==> src/rtl/rlb_pkg.sv <==
// ----------------------------------------------------------------------------
// rlb_pkg: shared types and constants for the RGB LED mode blinker
// Event and configuration structs, command and mode codes, colour decode.
// ----------------------------------------------------------------------------
`timescale 1ns / 1ps

package rlb_pkg;

  localparam int unsigned SleepCountBits = 24;
  localparam int unsigned SleepMsW       = 24;
  localparam int unsigned PeriodW        = 16;
  localparam int unsigned CfgIdxW        = 3;

  typedef enum logic [1:0] {
    KindTick  = 2'd0,
    KindMode  = 2'd1,
    KindSleep = 2'd2,
    KindPulse = 2'd3
  } kind_e;

  typedef enum logic [1:0] {
    ModeOff   = 2'd0,
    ModeOn    = 2'd1,
    ModeBlink = 2'd2,
    ModeFast  = 2'd3
  } mode_e;

  localparam logic [CfgIdxW-1:0] CfgSlowHalf  = 3'd0;
  localparam logic [CfgIdxW-1:0] CfgFastHalf  = 3'd1;
  localparam logic [CfgIdxW-1:0] CfgPulseLen  = 3'd2;
  localparam logic [CfgIdxW-1:0] CfgActiveLow = 3'd3;

  localparam logic [2:0] ColorRed    = 3'd0;
  localparam logic [2:0] ColorGreen  = 3'd1;
  localparam logic [2:0] ColorBlue   = 3'd2;
  localparam logic [2:0] ColorYellow = 3'd3;

  localparam logic [PeriodW-1:0] SlowHalfRst  = 16'd1000;
  localparam logic [PeriodW-1:0] FastHalfRst  = 16'd250;
  localparam logic [PeriodW-1:0] PulseLenRst  = 16'd250;
  localparam logic               ActiveLowRst = 1'b1;

  typedef struct packed {
    kind_e               kind;
    mode_e               mode;
    logic [2:0]          color;
    logic [SleepMsW-1:0] sleep_ms;
  } event_t;

  typedef struct packed {
    logic [PeriodW-1:0] slow_half;
    logic [PeriodW-1:0] fast_half;
    logic [PeriodW-1:0] pulse_len;
    logic               active_low;
  } cfg_t;

  // bit 0 red, bit 1 green, bit 2 blue
  function automatic logic [2:0] color_bits(input logic [2:0] c);
    logic [2:0] bits;
    unique case (c)
      ColorRed:    bits = 3'b001;
      ColorGreen:  bits = 3'b010;
      ColorBlue:   bits = 3'b100;
      ColorYellow: bits = 3'b011;
      default:     bits = 3'b000;
    endcase
    return bits;
  endfunction

endpackage

==> src/rtl/rlb_cfg_regs.sv <==
// ----------------------------------------------------------------------------
// rlb_cfg_regs: configuration register bank
// Holds blink half periods, pulse length and pin polarity.
// ----------------------------------------------------------------------------
`timescale 1ns / 1ps

module rlb_cfg_regs (
  input  logic                          clk_i,
  input  logic                          rst_ni,
  input  logic                          cfg_valid_i,
  output logic                          cfg_ready_o,
  input  logic [rlb_pkg::CfgIdxW-1:0]   cfg_idx_i,
  input  logic [rlb_pkg::PeriodW-1:0]   cfg_data_i,
  output rlb_pkg::cfg_t                 cfg_o
);
  import rlb_pkg::*;

  cfg_t cfg_q;

  assign cfg_ready_o = 1'b1;
  assign cfg_o       = cfg_q;

  always_ff @(posedge clk_i or negedge rst_ni) begin
    if (!rst_ni) begin
      cfg_q.slow_half  <= SlowHalfRst;
      cfg_q.fast_half  <= FastHalfRst;
      cfg_q.pulse_len  <= PulseLenRst;
      cfg_q.active_low <= ActiveLowRst;
    end else if (cfg_valid_i) begin
      if (cfg_idx_i == CfgSlowHalf) begin
        cfg_q.slow_half <= cfg_data_i;
      end
      if (cfg_idx_i == CfgFastHalf) begin
        cfg_q.fast_half <= cfg_data_i;
      end
      if (cfg_idx_i == CfgPulseLen) begin
        cfg_q.pulse_len <= cfg_data_i;
      end
      if (cfg_idx_i == CfgActiveLow) begin
        cfg_q.active_low <= cfg_data_i[0];
      end
    end
  end

endmodule

==> src/rtl/rlb_in_stage.sv <==
// ----------------------------------------------------------------------------
// rlb_in_stage: input event register
// Captures one event beat and holds it until the core takes it.
// ----------------------------------------------------------------------------
`timescale 1ns / 1ps

module rlb_in_stage (
  input  logic            clk_i,
  input  logic            rst_ni,
  input  logic            valid_i,
  output logic            ready_o,
  input  rlb_pkg::event_t ev_i,
  output logic            valid_o,
  input  logic            ready_i,
  output rlb_pkg::event_t ev_o
);
  import rlb_pkg::*;

  logic   valid_q;
  event_t ev_q;

  assign ready_o = !valid_q || ready_i;
  assign valid_o = valid_q;
  assign ev_o    = ev_q;

  always_ff @(posedge clk_i or negedge rst_ni) begin
    if (!rst_ni) begin
      valid_q <= 1'b0;
    end else if (ready_o) begin
      valid_q <= valid_i;
    end
  end

  always_ff @(posedge clk_i) begin
    if (ready_o && valid_i) begin
      ev_q <= ev_i;
    end
  end

endmodule

==> src/rtl/rlb_core.sv <==
// ----------------------------------------------------------------------------
// rlb_core: LED state update and result register
// Applies one event to mode, blink, sleep and pulse state, registers levels.
// ----------------------------------------------------------------------------
`timescale 1ns / 1ps

module rlb_core (
  input  logic            clk_i,
  input  logic            rst_ni,
  input  logic            valid_i,
  output logic            ready_o,
  input  rlb_pkg::event_t ev_i,
  input  rlb_pkg::cfg_t   cfg_i,
  output logic            out_valid_o,
  input  logic            out_ready_i,
  output logic            red_level_o,
  output logic            green_level_o,
  output logic            blue_level_o,
  output logic            pulse_showing_o
);
  import rlb_pkg::*;

  localparam logic [32:0] SleepMaxWide = (33'd1 << SleepCountBits) - 33'd1;

  mode_e                     mode_q, mode_d;
  logic [2:0]                color_q, color_d;
  logic                      phase_q, phase_d;
  logic [PeriodW-1:0]        count_q, count_d;
  logic                      sleep_armed_q, sleep_armed_d;
  logic [SleepCountBits-1:0] sleep_left_q, sleep_left_d;
  logic                      pulse_armed_q, pulse_armed_d;
  logic [PeriodW-1:0]        pulse_left_q, pulse_left_d;
  logic [2:0]                pulse_hue_q, pulse_hue_d;

  logic                      out_valid_q;
  logic [2:0]                level_q, level_d;
  logic                      showing_q, showing_d;

  logic                      take;
  logic [SleepCountBits-1:0] sleep_dec;
  logic [PeriodW-1:0]        pulse_dec;
  logic [PeriodW:0]          count_inc;
  logic [PeriodW-1:0]        period;
  logic [32:0]               ms_wide;
  logic [2:0]                lit;

  assign ready_o = !out_valid_q || out_ready_i;
  assign take    = valid_i && ready_o;

  always_comb begin
    mode_d        = mode_q;
    color_d       = color_q;
    phase_d       = phase_q;
    count_d       = count_q;
    sleep_armed_d = sleep_armed_q;
    sleep_left_d  = sleep_left_q;
    pulse_armed_d = pulse_armed_q;
    pulse_left_d  = pulse_left_q;
    pulse_hue_d   = pulse_hue_q;
    sleep_dec     = sleep_left_q - {{(SleepCountBits-1){1'b0}}, 1'b1};
    pulse_dec     = pulse_left_q - {{(PeriodW-1){1'b0}}, 1'b1};
    count_inc     = {1'b0, count_q} + {{PeriodW{1'b0}}, 1'b1};
    period        = cfg_i.slow_half;
    ms_wide       = {{(33-SleepMsW){1'b0}}, ev_i.sleep_ms};

    unique case (ev_i.kind)
      KindTick: begin
        if (sleep_armed_q) begin
          sleep_left_d = sleep_dec;
          if (sleep_dec == '0) begin
            sleep_armed_d = 1'b0;
            mode_d        = ModeOff;
            phase_d       = 1'b0;
            pulse_armed_d = 1'b0;
            pulse_left_d  = '0;
          end
        end
        if (pulse_armed_d) begin
          pulse_left_d = pulse_dec;
          if (pulse_dec == '0) begin
            pulse_armed_d = 1'b0;
          end
        end
        if (mode_d == ModeBlink || mode_d == ModeFast) begin
          period = (mode_d == ModeBlink) ? cfg_i.slow_half : cfg_i.fast_half;
          if (count_inc >= {1'b0, period}) begin
            phase_d = !phase_d;
            count_d = '0;
          end else begin
            count_d = count_inc[PeriodW-1:0];
          end
        end
      end
      KindMode: begin
        if (ev_i.mode != mode_q) begin
          phase_d = (ev_i.mode != ModeOff);
        end
        mode_d  = ev_i.mode;
        color_d = ev_i.color;
        count_d = '0;
      end
      KindSleep: begin
        if (ev_i.sleep_ms == '0) begin
          sleep_armed_d = 1'b0;
          sleep_left_d  = '0;
        end else begin
          sleep_armed_d = 1'b1;
          if (ms_wide > SleepMaxWide) begin
            sleep_left_d = SleepMaxWide[SleepCountBits-1:0];
          end else begin
            sleep_left_d = ms_wide[SleepCountBits-1:0];
          end
        end
        count_d = '0;
      end
      KindPulse: begin
        pulse_hue_d   = ev_i.color;
        pulse_left_d  = cfg_i.pulse_len;
        pulse_armed_d = (cfg_i.pulse_len != '0);
        count_d       = '0;
      end
      default: begin
        count_d = count_q;
      end
    endcase

    showing_d = 1'b0;
    priority if (pulse_armed_d) begin
      lit       = color_bits(pulse_hue_d);
      showing_d = 1'b1;
    end else if (mode_d == ModeOn) begin
      lit = color_bits(color_d);
    end else if ((mode_d == ModeBlink || mode_d == ModeFast) && phase_d) begin
      lit = color_bits(color_d);
    end else begin
      lit = 3'b000;
    end
    level_d = lit ^ {3{cfg_i.active_low}};
  end

  always_ff @(posedge clk_i or negedge rst_ni) begin
    if (!rst_ni) begin
      mode_q        <= ModeOff;
      color_q       <= ColorRed;
      phase_q       <= 1'b0;
      count_q       <= '0;
      sleep_armed_q <= 1'b0;
      sleep_left_q  <= '0;
      pulse_armed_q <= 1'b0;
      pulse_left_q  <= '0;
      pulse_hue_q   <= ColorRed;
      out_valid_q   <= 1'b0;
    end else begin
      if (take) begin
        mode_q        <= mode_d;
        color_q       <= color_d;
        phase_q       <= phase_d;
        count_q       <= count_d;
        sleep_armed_q <= sleep_armed_d;
        sleep_left_q  <= sleep_left_d;
        pulse_armed_q <= pulse_armed_d;
        pulse_left_q  <= pulse_left_d;
        pulse_hue_q   <= pulse_hue_d;
      end
      if (ready_o) begin
        out_valid_q <= valid_i;
      end
    end
  end

  always_ff @(posedge clk_i) begin
    if (take) begin
      level_q   <= level_d;
      showing_q <= showing_d;
    end
  end

  assign out_valid_o     = out_valid_q;
  assign red_level_o     = level_q[0];
  assign green_level_o   = level_q[1];
  assign blue_level_o    = level_q[2];
  assign pulse_showing_o = showing_q;

`ifndef SYNTH
  a_sleep_armed_nonzero: assert property (@(posedge clk_i) disable iff (!rst_ni)
    sleep_armed_q |-> sleep_left_q != '0)
    else $error("armed sleep timer holds zero");
  a_sleep_idle_zero: assert property (@(posedge clk_i) disable iff (!rst_ni)
    !sleep_armed_q |-> sleep_left_q == '0)
    else $error("idle sleep timer holds a count");
  a_pulse_armed_nonzero: assert property (@(posedge clk_i) disable iff (!rst_ni)
    pulse_armed_q |-> pulse_left_q != '0)
    else $error("armed pulse holds zero length");
  a_count_bound: assert property (@(posedge clk_i) disable iff (!rst_ni)
    count_q != '1)
    else $error("blink count reached its ceiling");
`endif

endmodule

==> src/rtl/rgb_led_mode_blinker.sv <==
// ----------------------------------------------------------------------------
// Path: an accepted event beat is registered in the input register, then applied
// by the core into the result register; a held result can stall it in between.
// Throughput: one event per cycle while the result channel is not held; the input
// register takes one more event while a result is held, then stalls as well.
// Reset: all mode, blink, sleep and pulse state clears and the configuration
// returns to its defaults at once; no result is pending after reset.
// ----------------------------------------------------------------------------
// rgb_led_mode_blinker: RGB status LED controller with blink, sleep and pulse
// Turns tick and command events into pin levels for a three-pin RGB LED.
// ----------------------------------------------------------------------------
`timescale 1ns / 1ps

module rgb_led_mode_blinker (
  input  logic                          clk_i,
  input  logic                          rst_ni,
  input  logic                          cfg_valid_i,
  output logic                          cfg_ready_o,
  input  logic [rlb_pkg::CfgIdxW-1:0]   cfg_idx_i,
  input  logic [rlb_pkg::PeriodW-1:0]   cfg_data_i,
  input  logic                          in_valid_i,
  output logic                          in_ready_o,
  input  logic [1:0]                    kind_i,
  input  logic [1:0]                    mode_i,
  input  logic [2:0]                    color_i,
  input  logic [rlb_pkg::SleepMsW-1:0]  sleep_ms_i,
  output logic                          out_valid_o,
  input  logic                          out_ready_i,
  output logic                          red_level_o,
  output logic                          green_level_o,
  output logic                          blue_level_o,
  output logic                          pulse_showing_o
);
  import rlb_pkg::*;

  cfg_t   cfg;
  event_t ev_in;
  event_t ev_reg;
  logic   ev_valid;
  logic   core_ready;

  assign ev_in.kind     = kind_e'(kind_i);
  assign ev_in.mode     = mode_e'(mode_i);
  assign ev_in.color    = color_i;
  assign ev_in.sleep_ms = sleep_ms_i;

  rlb_cfg_regs u_cfg (
    .clk_i       (clk_i),
    .rst_ni      (rst_ni),
    .cfg_valid_i (cfg_valid_i),
    .cfg_ready_o (cfg_ready_o),
    .cfg_idx_i   (cfg_idx_i),
    .cfg_data_i  (cfg_data_i),
    .cfg_o       (cfg)
  );

  rlb_in_stage u_in (
    .clk_i   (clk_i),
    .rst_ni  (rst_ni),
    .valid_i (in_valid_i),
    .ready_o (in_ready_o),
    .ev_i    (ev_in),
    .valid_o (ev_valid),
    .ready_i (core_ready),
    .ev_o    (ev_reg)
  );

  rlb_core u_core (
    .clk_i           (clk_i),
    .rst_ni          (rst_ni),
    .valid_i         (ev_valid),
    .ready_o         (core_ready),
    .ev_i            (ev_reg),
    .cfg_i           (cfg),
    .out_valid_o     (out_valid_o),
    .out_ready_i     (out_ready_i),
    .red_level_o     (red_level_o),
    .green_level_o   (green_level_o),
    .blue_level_o    (blue_level_o),
    .pulse_showing_o (pulse_showing_o)
  );

endmodule
==> config.mk <==
export PLATFORM = sky130hd
export DESIGN_NAME = rgb_led_mode_blinker
export DESIGN_NICKNAME = d
export VERILOG_FILES = /design/src/rtl/rlb_pkg.sv /design/src/rtl/rlb_cfg_regs.sv /design/src/rtl/rlb_in_stage.sv /design/src/rtl/rlb_core.sv /design/src/rtl/rgb_led_mode_blinker.sv
export SDC_FILE = /design/constraint.sdc
export NUM_CORES = 1
export LEC_CHECK = 0
export BUFFER_PORTS_ARGS = -buffer_cell sky130_fd_sc_hd__buf_4
export CORE_MARGIN = 1
export CORE_UTILIZATION = 55
export DETAILED_ROUTE_END_ITERATION = 16
export PLACE_DENSITY = 0.84
export SLEW_MARGIN = 0
export SYNTH_ARGS = -nofsm -noshare
export SYNTH_HDL_FRONTEND = slang
export SYNTH_HIERARCHICAL = 1
export SYNTH_SLANG_ARGS = --single-unit
==> constraint.sdc <==
create_clock -name clk_i -period 6 [get_ports clk_i]
set_input_delay 0.3 -clock clk_i [delete_from_list [all_inputs] [get_ports clk_i]]
set_output_delay 0.3 -clock clk_i [all_outputs]
set_load 0.1 [all_outputs]
==> results of run 1 <==
kinds of logic after synthesis:
| kind of cell | after synthesis | synth area share (%) |
|---|---|---|
| compound gates | 218 | 16.1 |
| xor+xnor | 23 | 2.35 |
| fa+ha+maj | 25 | 3.65 |
| buf+inv | 61 | 3.46 |
| flops | 153 | 47.0 |
| mux | 75 | 9.57 |
| other cells | 1 | 0.0437 |
| simple gates | 279 | 17.9 |
layer usage:
| layer | global-route usage (%) | part of all wire [%] | vias to the layer above |
|---|---|---|---|
| met5 | 0 | 0 | - |
| met4 | 8.82 | 2.4 | 0 |
| met3 | 4.68 | 7.1 | 46 |
| met2 | 40.5 | 46 | 337 |
| met1 | 37.9 | 45 | 3322 |
| li1 | - | - | 3226 |
path summary, 6_finish.rpt:
kind / end / slack (ns) / cells past startpoint
worst max-delay path: u_core/level_q[2] / 0.45 / 22
worst min-delay path: u_in/ev_o[2] / 0.05 / 1
worst max register to register: u_core/level_q[2] / 0.45 / 22
worst min register to register: u_core/pulse_hue_q[2] / 0.50 / 1
max in group asynchronous: u_core/color_q[0] / 4.18 / 3
min in group asynchronous: u_core/sleep_left_q[4] / 0.44 / 2
placed cells by master, fill, tap and decap left out, types with 4 or more instances in the layout:
cell | netlist | layout
a211oi_1 | 6 | 6
a21o_1 | 4 | 4
a21oi_1 | 48 | 48
a22oi_1 | 8 | 8
a31oi_1 | 8 | 8
a32oi_1 | 9 | 9
and2_1 | 4 | 4
and3_1 | 6 | 6
buf_4 | 2 | 69
clkbuf_16 | 0 | 17
dfrtp_1 | 99 | 99
dfstp_2 | 19 | 19
edfxtp_1 | 35 | 35
ha_1 | 25 | 25
inv_1 | 20 | 20
inv_8 | 0 | 4
mux2_2 | 55 | 55
mux2i_1 | 19 | 19
nand2_1 | 60 | 60
nand2b_1 | 18 | 18
nand3_1 | 20 | 20
nand4_1 | 13 | 13
nor2_1 | 68 | 68
nor3_1 | 24 | 24
nor4_1 | 19 | 18
nor4_4 | 4 | 4
o21ai_0 | 88 | 88
o22ai_1 | 5 | 5
o31ai_1 | 7 | 7
or2_2 | 5 | 5
or3_1 | 9 | 9
xnor2_1 | 15 | 15
xor2_1 | 8 | 8
worst max-delay path: stages (launching register included):
cell	delay, ns
dfrtp_1	0.42
inv_1	0.11
ha_1	0.29
nor4b_4	0.32
nand3_2	0.24
o41ai_2	0.38
nand4_1	0.22
nor4_4	0.33
buf_4	0.21
nand2b_1	0.14
nor2_2	0.04
buf_4	0.22
mux2i_1	0.16
ha_1	0.32
nand3_1	0.18
nor4_2	0.33
o31ai_1	0.13
nand3_1	0.15
nand3_1	0.09
o32ai_1	0.25
a21oi_1	0.17
a2111oi_1	0.47
a211oi_1	0.09
flip-flops by register name (all words and copies together), names as in the netlist:
| signal | count |
|---|---|
| u_core/mode_q | 2 |
| u_core/sleep_left_q | 24 |
| u_core/sleep_armed_q | 1 |
| u_cfg/cfg_o | 49 |
| u_core/pulse_hue_q | 3 |
| u_in/ev_o | 31 |
| u_core/count_q | 16 |
| u_core/level_q | 3 |
| u_core/pulse_showing_o | 1 |
| u_core/pulse_left_q | 16 |
| u_in/valid_o | 1 |
| u_core/pulse_armed_q | 1 |
| u_core/color_q | 3 |
| u_core/phase_q | 1 |
| u_core/out_valid_o | 1 |
where the power goes:
part	internal, mW	leakage (nW)	switching, mW
clock	0.588	0.277	0.469
combinational	0.449	1.81	0.630
sequential	1.31	1.78	0.268
total	2.34	3.87	1.37
timing repair:
item	in CTS	in global routing
hold buffers	1	0
setup endpoints to repair	0	3
gates resized for setup	0	3
buffers inserted	0	2
hold endpoints to repair	46	0
cell type report:
class | instances | area, um^2
flip-flops and latches | 153 | 4030
fillers | 1190 | 5480
well taps | 188 | 235
repair buffers | 70 | 528
clock buffers | 17 | 425
clock inverters | 15 | 160
multi-input cells | 621 | 4260
inverters | 21 | 78.8
stage by stage:
step | instance area [um^2] | hold WS [ns] | TNS (ns)
after global placement | 9100 | 0.354 | 0
after global routing | 9720 | 0.0333 | -0.0560
after floorplan | 8580 | 0.00441 | 0
after detailed placement | 9100 | 0.359 | 0
after CTS | 9690 | 0.0366 | 0
final | 9720 | 0.0471 | 0
==> results.yml, run 1 <==
synth:
  yosysWarnings: 6
  synth_seq_cells: 153
  ys_top_cells_by_area: "dfrtp_1, edfxtp_1, mux2_2"
  synth_area_um2: 8580
  synth_edf_count: 35
  synth_cells: 835
  ys_seq_area_share_pct: 47.0
  netlist.area_leader.share_pct: 28.9
  ys_types: 80
  synth_fp_nets: 915
  synth_common_cells: "dfrtp_1, o21ai_0, nor2_1"
  synth_top_cell_by_area: "dfrtp_1"
  async_flop_share_pct: 77.1
  yosysMostFrequentCell: "dfrtp_1"
  syn-mean-instance-area_um2: 10.3
  ys.flop_type: "dfrtp_1"
power:
  fin_total_pwr_mw: 3.71
  powerDensity_nw_per_um2: 382
  power.leakage_nw: 3.87
  ir_drop_v: 0.000319
detailed_routing:
  drtPass1Iterations: 6
  wl_mm: 20.2
  vias: 6931
  post-route-drc-count: 0
  wl_per_cell_um: 18.6
  antenna_left: 0
  vias_per_cell: 6.39
  drtIter0Drc: 717
sta:
  setup_ws_ns: 0.449
  fmax_mhz: 180
  hold_viol_final: 0
  max_slew_margin_pct: 14.5
  setup_viol: 0
  worstMarginPinSlew_ns: 1.28
  finalCritPeriodShare_pct: 92.5
  slew_viol_final: 0
  period_needed_ns: 5.55
  finClkSkew_ns: 0.0106
cts:
  clk_path_buf_depth: 2
  clk_latency_ns: 0.42
  clock-root-buffer: "clkbuf_16"
  numCtsBuffers: 17
  cts_tree: "yes"
  htreeDepth: 4
  cts_sinks: 153
  clkTransAtPathRegs_ns: 0.07
setup_path:
  arrival_ns: 5.70
  reg2reg_from: "u_core/sleep_left_q[0]"
  path_max_fanout: 16
  startpoint: "u_core/sleep_left_q[0]"
  critPathRequiredTime_ns: 6.15
  timing_worst_setup_path_type: "reg2reg"
  worst_setup_path_start_kind: "flop"
  endpoint_kind: "flop"
placed_design:
  io_buffers: 60
  pre_cts_slack_ns: 0.514
  gp_congestion: 0.948
  dp_hpwl_mm: 13.7
  dp_cells: 1050
floorplanning:
  rows: 45
  core-area_um2: 15200
  start_util_pct: 56.4
  ios: 62
  die_height_um: 127
  dieArea_um2: 16100
  die_x_um: 127
global_routing:
  gr-usage-all-layers_pct: 26.4
  grt_pass1_wl_mm: 33.3
  grt_max_degree: 73
  antenna_found_initial: 0
  grt_pass1_vias: 6442
  overflow: 0
run:
  maxCapViolations: 0
outcome:
  status: "completed"
layout:
  antennaDiodeCount: 0
  nets: 964
  fin_cells: 1085
  area_growth_pct: 13.3
  post-route-util_pct: 63.9
  drive_gt1_share_pct: 23.0
hold_path:
  hold_path.class: "in2reg"
  hold_start: "sleep_ms_i[2]"
No activity file was read; power rests on OpenSTA's default activity.
==> inputs of run 2 (changes only) <==
--- a/config.mk
+++ b/config.mk
@@ -7,9 +7,9 @@
 export LEC_CHECK = 0
 export BUFFER_PORTS_ARGS = -buffer_cell sky130_fd_sc_hd__buf_4
 export CORE_MARGIN = 1
-export CORE_UTILIZATION = 55
+export CORE_UTILIZATION = 60
 export DETAILED_ROUTE_END_ITERATION = 16
-export PLACE_DENSITY = 0.84
+export PLACE_DENSITY = 0.89
 export SLEW_MARGIN = 0
 export SYNTH_ARGS = -nofsm -noshare
 export SYNTH_HDL_FRONTEND = slang
==> run 2 against run 1 <==
  * Setup slack gained 0.055 ns
  * Fmax grew 1.0%
  * Flip-flop and latch count is the same
  * Critical endpoint unchanged
==> results.yml, run 2 (synthesis results as in run 1) <==
detailed_routing:
  wl_mm: 21.4
  antenna_left: 0
  vias: 7084
  post-route-drc-count: 0
  vias_per_cell: 6.55
  drtIter0Drc: 843
  drtPass1Iterations: 7
  wl_per_cell_um: 19.8
sta:
  hold_viol_final: 0
  period_needed_ns: 5.50
  max_slew_margin_pct: 23.6
  whs_ns: 0.0407
  finalCritPeriodShare_pct: 91.6
  tns_ns: 0
  setup_viol: 0
  fmax_mhz: 182
  slew_viol_final: 0
  rsz0062_at_grt: "false"
  worstMarginPinSlew_ns: 1.15
  setup_ws_ns: 0.504
  finClkSkew_ns: 0.0116
layout:
  final_common_cell: "dfrtp_1"
  area_growth_pct: 14.5
  largest_reg_flops: 49
  nets: 969
  layout_common_cells: "dfrtp_1, o21ai_0, buf_4"
  drive_gt1_share_pct: 23.2
  antennaDiodeCount: 0
  post-route-util_pct: 70.5
  fin_area_um2: 9830
run:
  maxCapViolations: 0
global_routing:
  overflow: 0
  grt_max_degree: 83
  grt_pass1_wl_mm: 34.8
  grt_pass1_vias: 6706
  antenna_found_initial: 0
  gr-usage-all-layers_pct: 30.9
power:
  ir_drop_v: 0.000216
  switchingPower_mw: 1.36
  swShare_pct: 35.2
  clkPwrFrac_pct: 29.7
  power.leakage_nw: 3.93
  pwr-share-comb_pct: 29.1
  internal-power_mw: 2.50
  powerDensity_nw_per_um2: 392
  seqPwrFrac_pct: 41.3
cts:
  clk_path_buf_depth: 2
  cts_sinks: 153
  clkTransAtPathRegs_ns: 0.06
  clock-root-buffer: "clkbuf_16"
  cts_tree: "yes"
  numCtsBuffers: 17
  clk_latency_ns: 0.43
  htreeDepth: 4
hold_path:
  hold_path.class: "in2reg"
  min_path_cells: 1
setup_path:
  arrival_ns: 5.65
  endpoint_kind: "flop"
  timing_worst_setup_path_type: "reg2reg"
  path_max_fanout: 15
  worst_setup_path_start_kind: "flop"
  critPathRequiredTime_ns: 6.15
  reg2regPathDepth: 21
floorplanning:
  rows: 43
  die_x_um: 122
  die_height_um: 122
  core-area_um2: 13900
  dieArea_um2: 14800
  ios: 62
  start_util_pct: 61.6
placed_design:
  dp_hpwl_mm: 14.3
  gp_congestion: 0.894
  dpl_cell_area_um2: 9100
  pre_cts_slack_ns: 0.0510
  io_buffers: 60
outcome:
  status: "completed"
run 2: power groups by stage:
stage	Sequential, mW	Clock (mW)	Combinational, mW
global placement	1.58	0	1.01
global route	1.62	1.20	1.22
finish	1.59	1.14	1.12
CTS	1.58	1.16	1.08
detailed placement	1.59	0	1.06
floorplan	1.52	0	0.823
run 2: repair_timing:
action | CTS | global route
endpoints found under the setup margin | 0 | 9
setup buffers | 0 | 6
hold endpoints to repair | 36 | 0
resized for setup | 0 | 1
hold buffers | 1 | 0
run 2: layout make-up:
cell class	count	area [um^2]
repair buffers	75	578
clock inverters	8	103
well taps	180	225
clock buffers	24	546
fillers	908	4110
flip-flops and latches	153	4030
multi-input cells	621	4270
inverters	21	78.8
run 2: final timing paths:
check	start	end	slack, ns
hold / removal	sleep_ms_i[9]	u_in/ev_o[9]	0.04
min in group asynchronous	rst_ni	u_core/sleep_left_q[7]	0.38
hold reg to reg	u_core/color_q[0]	u_core/color_q[0]	0.51
setup reg to reg	u_core/sleep_left_q[0]	u_core/level_q[2]	0.50
setup / recovery	u_core/sleep_left_q[0]	u_core/level_q[2]	0.50
max in group asynchronous	rst_ni	u_core/count_q[10]	4.20
run 2: worst max-delay path, stage by stage (launching register included):
cell       delay (ns)
dfrtp_1          0.42
inv_1            0.12
ha_1             0.28
nor4b_4          0.37
nand3_2          0.21
or2_2            0.36
o2111ai_1        0.41
nor4_4           0.05
nand2b_1         0.20
nor2_4           0.15
buf_12           0.17
mux2i_1          0.30
ha_1             0.31
nand3_1          0.09
a21boi_0         0.09
o31ai_1          0.36
nand3_1          0.22
a21o_1           0.22
o22ai_1          0.09
a21oi_1          0.19
a2111oi_0        0.50
a211oi_1         0.11
run 2: layer usage:
metal	up-vias	part of all wire [%]	wire, um	global-route usage [%]
met5	-	0	0	0
met4	0	2.3	498	11.6
met3	46	7.7	1650	6.74
met2	375	49	10500	49.5
met1	3449	41	8760	41.3
li1	3214	-	-	-
run 2: per-stage QoR:
step                std cells  total power [mW]
floorplan                 835              2.34
global placement         1043              2.59
detailed placement       1043              2.65
CTS                      1076              3.81
global route             1082              4.04
finish                   1082              3.86
==> inputs of run 3 (changes only) <==
--- a/config.mk
+++ b/config.mk
@@ -9,6 +9,7 @@
 export CORE_MARGIN = 1
 export CORE_UTILIZATION = 60
 export DETAILED_ROUTE_END_ITERATION = 16
+export GPL_TIMING_DRIVEN = 0
 export PLACE_DENSITY = 0.89
 export SLEW_MARGIN = 0
 export SYNTH_ARGS = -nofsm -noshare
==> run 3 against run 2 <==
  * First-iteration DRC count down 6.3%
  * Total power down 0.71%
  * Final cell count up 3.1%
  * Register-to-register slack worse by 0.18 ns
  * Setup slack worse by 0.18 ns
==> results.yml, run 3 (synthesis results as in run 1) <==
placed_design:
  dp_hpwl_mm: 15.7
  dp_cells: 1076
  io_buffers: 60
  gp_congestion: 0.969
floorplanning:
  dieArea_um2: 14800
  die_x_um: 122
  start_util_pct: 61.6
  rows: 43
  core-area_um2: 13900
  die_height_um: 122
  ios: 62
setup_path:
  crit_path_top_delay_cell: "a2111oi_0"
  critPathRequiredTime_ns: 6.16
  endpoint_kind: "flop"
  worstPathCellList: "inv_1 > ha_1 > nor4b_4 > nand3_2 > o41ai_2 > nand4_1 > nor4_4 > nand2b_1 > nor2_4 > buf_4 > mux2i_1 > ha_1 > nand3_1 > nor4_4 > o31ai_1 > nand3_1 > nand3_1 > o32ai_1 > a21oi_2 > a2111oi_0 > a211oi_1"
  arrival_ns: 5.83
  worst_setup_path_start_kind: "flop"
  path_max_fanout: 10
  timing_worst_setup_path_type: "reg2reg"
  slowest_delay_ns: 0.44
  cpMostUsedCell: "nand3_1"
sta:
  fmax_mhz: 176
  worstMarginPinSlew_ns: 0.685
  hold_viol_final: 0
  max_slew_margin_pct: 54.0
  slew_viol_final: 0
  finalCritPeriodShare_pct: 94.6
  setup_viol: 0
  period_needed_ns: 5.68
  finClkSkew_ns: 0.00714
  whs_ns: 0.0401
  tns_ns: 0
layout:
  layout_common_cells: "dfrtp_1, o21ai_0, buf_4"
  final_common_cell: "dfrtp_1"
  area_growth_pct: 16.5
  drive_gt1_share_pct: 23.7
  largest_reg_flops: 49
  antennaDiodeCount: 0
  n_fill_cell: 921
  nets: 1003
  fin_cells: 1116
cts:
  clkTransAtPathRegs_ns: 0.06
  numCtsBuffers: 17
  htreeDepth: 4
  clock-root-buffer: "clkbuf_16"
  cts_sinks: 153
  cts_tree: "yes"
  clk_latency_ns: 0.43
  clk_path_buf_depth: 2
power:
  pwr-share-comb_pct: 31.0
  power.leakage_nw: 3.99
  internal-power_mw: 2.45
  fin_total_pwr_mw: 3.83
  powerDensity_nw_per_um2: 383
  switchingPower_mw: 1.38
  ir_drop_v: 0.000256
  swShare_pct: 36.1
  seqPwrFrac_pct: 40.5
  clkPwrFrac_pct: 28.5
global_routing:
  gr-usage-all-layers_pct: 32.3
  grt_pass1_wl_mm: 36.3
  antenna_found_initial: 0
  grt_pass1_vias: 7198
  overflow: 0
  grt_max_degree: 71
detailed_routing:
  drtPass1Iterations: 5
  wl_per_cell_um: 20.1
  vias: 7297
  wl_mm: 22.4
  post-route-drc-count: 0
  antenna_left: 0
  vias_per_cell: 6.54
  drtIter0Drc: 790
hold_path:
  hold_path.class: "in2reg"
outcome:
  status: "completed"
run:
  maxCapViolations: 0
## run 3: power groups by stage
| stage | logic [mW] | clock network, mW | registers [mW] |
|---|---|---|---|
| 6_report | 1.19 | 1.09 | 1.55 |
| 5_1_grt | 1.29 | 1.15 | 1.58 |
| 4_1_cts | 1.14 | 1.10 | 1.54 |
| 3_5_place_dp | 1.12 | 0 | 1.55 |
| 3_3_place_gp | 1.07 | 0 | 1.54 |
| 2_1_floorplan | 0.823 | 0 | 1.52 |
## run 3: layout make-up
type | count | area [um^2] | area share [%]
clock buffers | 18 | 429 | 4.30
repair buffers | 70 | 552 | 5.52
multi-input cells | 621 | 4290 | 42.9
clock inverters | 14 | 173 | 1.73
flip-flops and latches | 153 | 4030 | 40.3
plain buffers | 39 | 216 | 2.17
well taps | 180 | 225 | 2.25
inverters | 21 | 78.8 | 0.789
## run 3: path summary, 6_finish.rpt
path | from | end | slack [ns] | cells past startpoint
max in group asynchronous | rst_ni | u_cfg/cfg_o[2] | 4.87 | 3
min in group asynchronous | rst_ni | u_core/sleep_left_q[6] | 0.37 | 2
hold reg to reg | u_core/color_q[0] | u_core/color_q[0] | 0.50 | 2
hold / removal | sleep_ms_i[16] | u_in/ev_o[16] | 0.04 | 1
setup / recovery | u_core/sleep_left_q[0] | u_core/level_q[2] | 0.32 | 21
setup reg to reg | u_core/sleep_left_q[0] | u_core/level_q[2] | 0.32 | 21
## run 3: worst max-delay path, delay by kind of cell, from the launching register on
kind | cells | cell delay [ns]
mux | 1 | 0.18
buf+inv | 2 | 0.33
fa+ha+maj | 2 | 0.61
compound gates | 6 | 1.46
flops | 1 | 0.43
simple gates | 10 | 2.37
## run 3: stage by stage
step	area, um^2	util, %	setup WS (ns)
after floorplan	8580	-	1.03
after global placement	9250	66.4	0.0148
after detailed placement	9290	66.6	-0.0610
after CTS	9900	71.1	0.0617
after global routing	9990	71.7	-0.0171
final	9990	71.7	0.325
## run 3: timing repair
item / 4_1_cts / 5_1_grt
gates resized for setup: 2 / 6
pin swaps: 0 / 2
hold buffers: 1 / 0
endpoints found under the setup margin: 3 / 5
hold endpoints to repair: 38 / 0
buffers inserted: 0 / 8
## run 3: routing by layer
| layer | wire, um | track usage [%] | vias to the layer above | share of wire, % |
|---|---|---|---|---|
| met1 | 9180 | 42.4 | 3503 | 41 |
| li1 | - | - | 3289 | - |
| met5 | 0 | 0 | - | 0 |
| met2 | 10700 | 51.0 | 411 | 48 |
| met3 | 1720 | 6.84 | 94 | 7.6 |
| met4 | 822 | 15.7 | 0 | 3.7 |
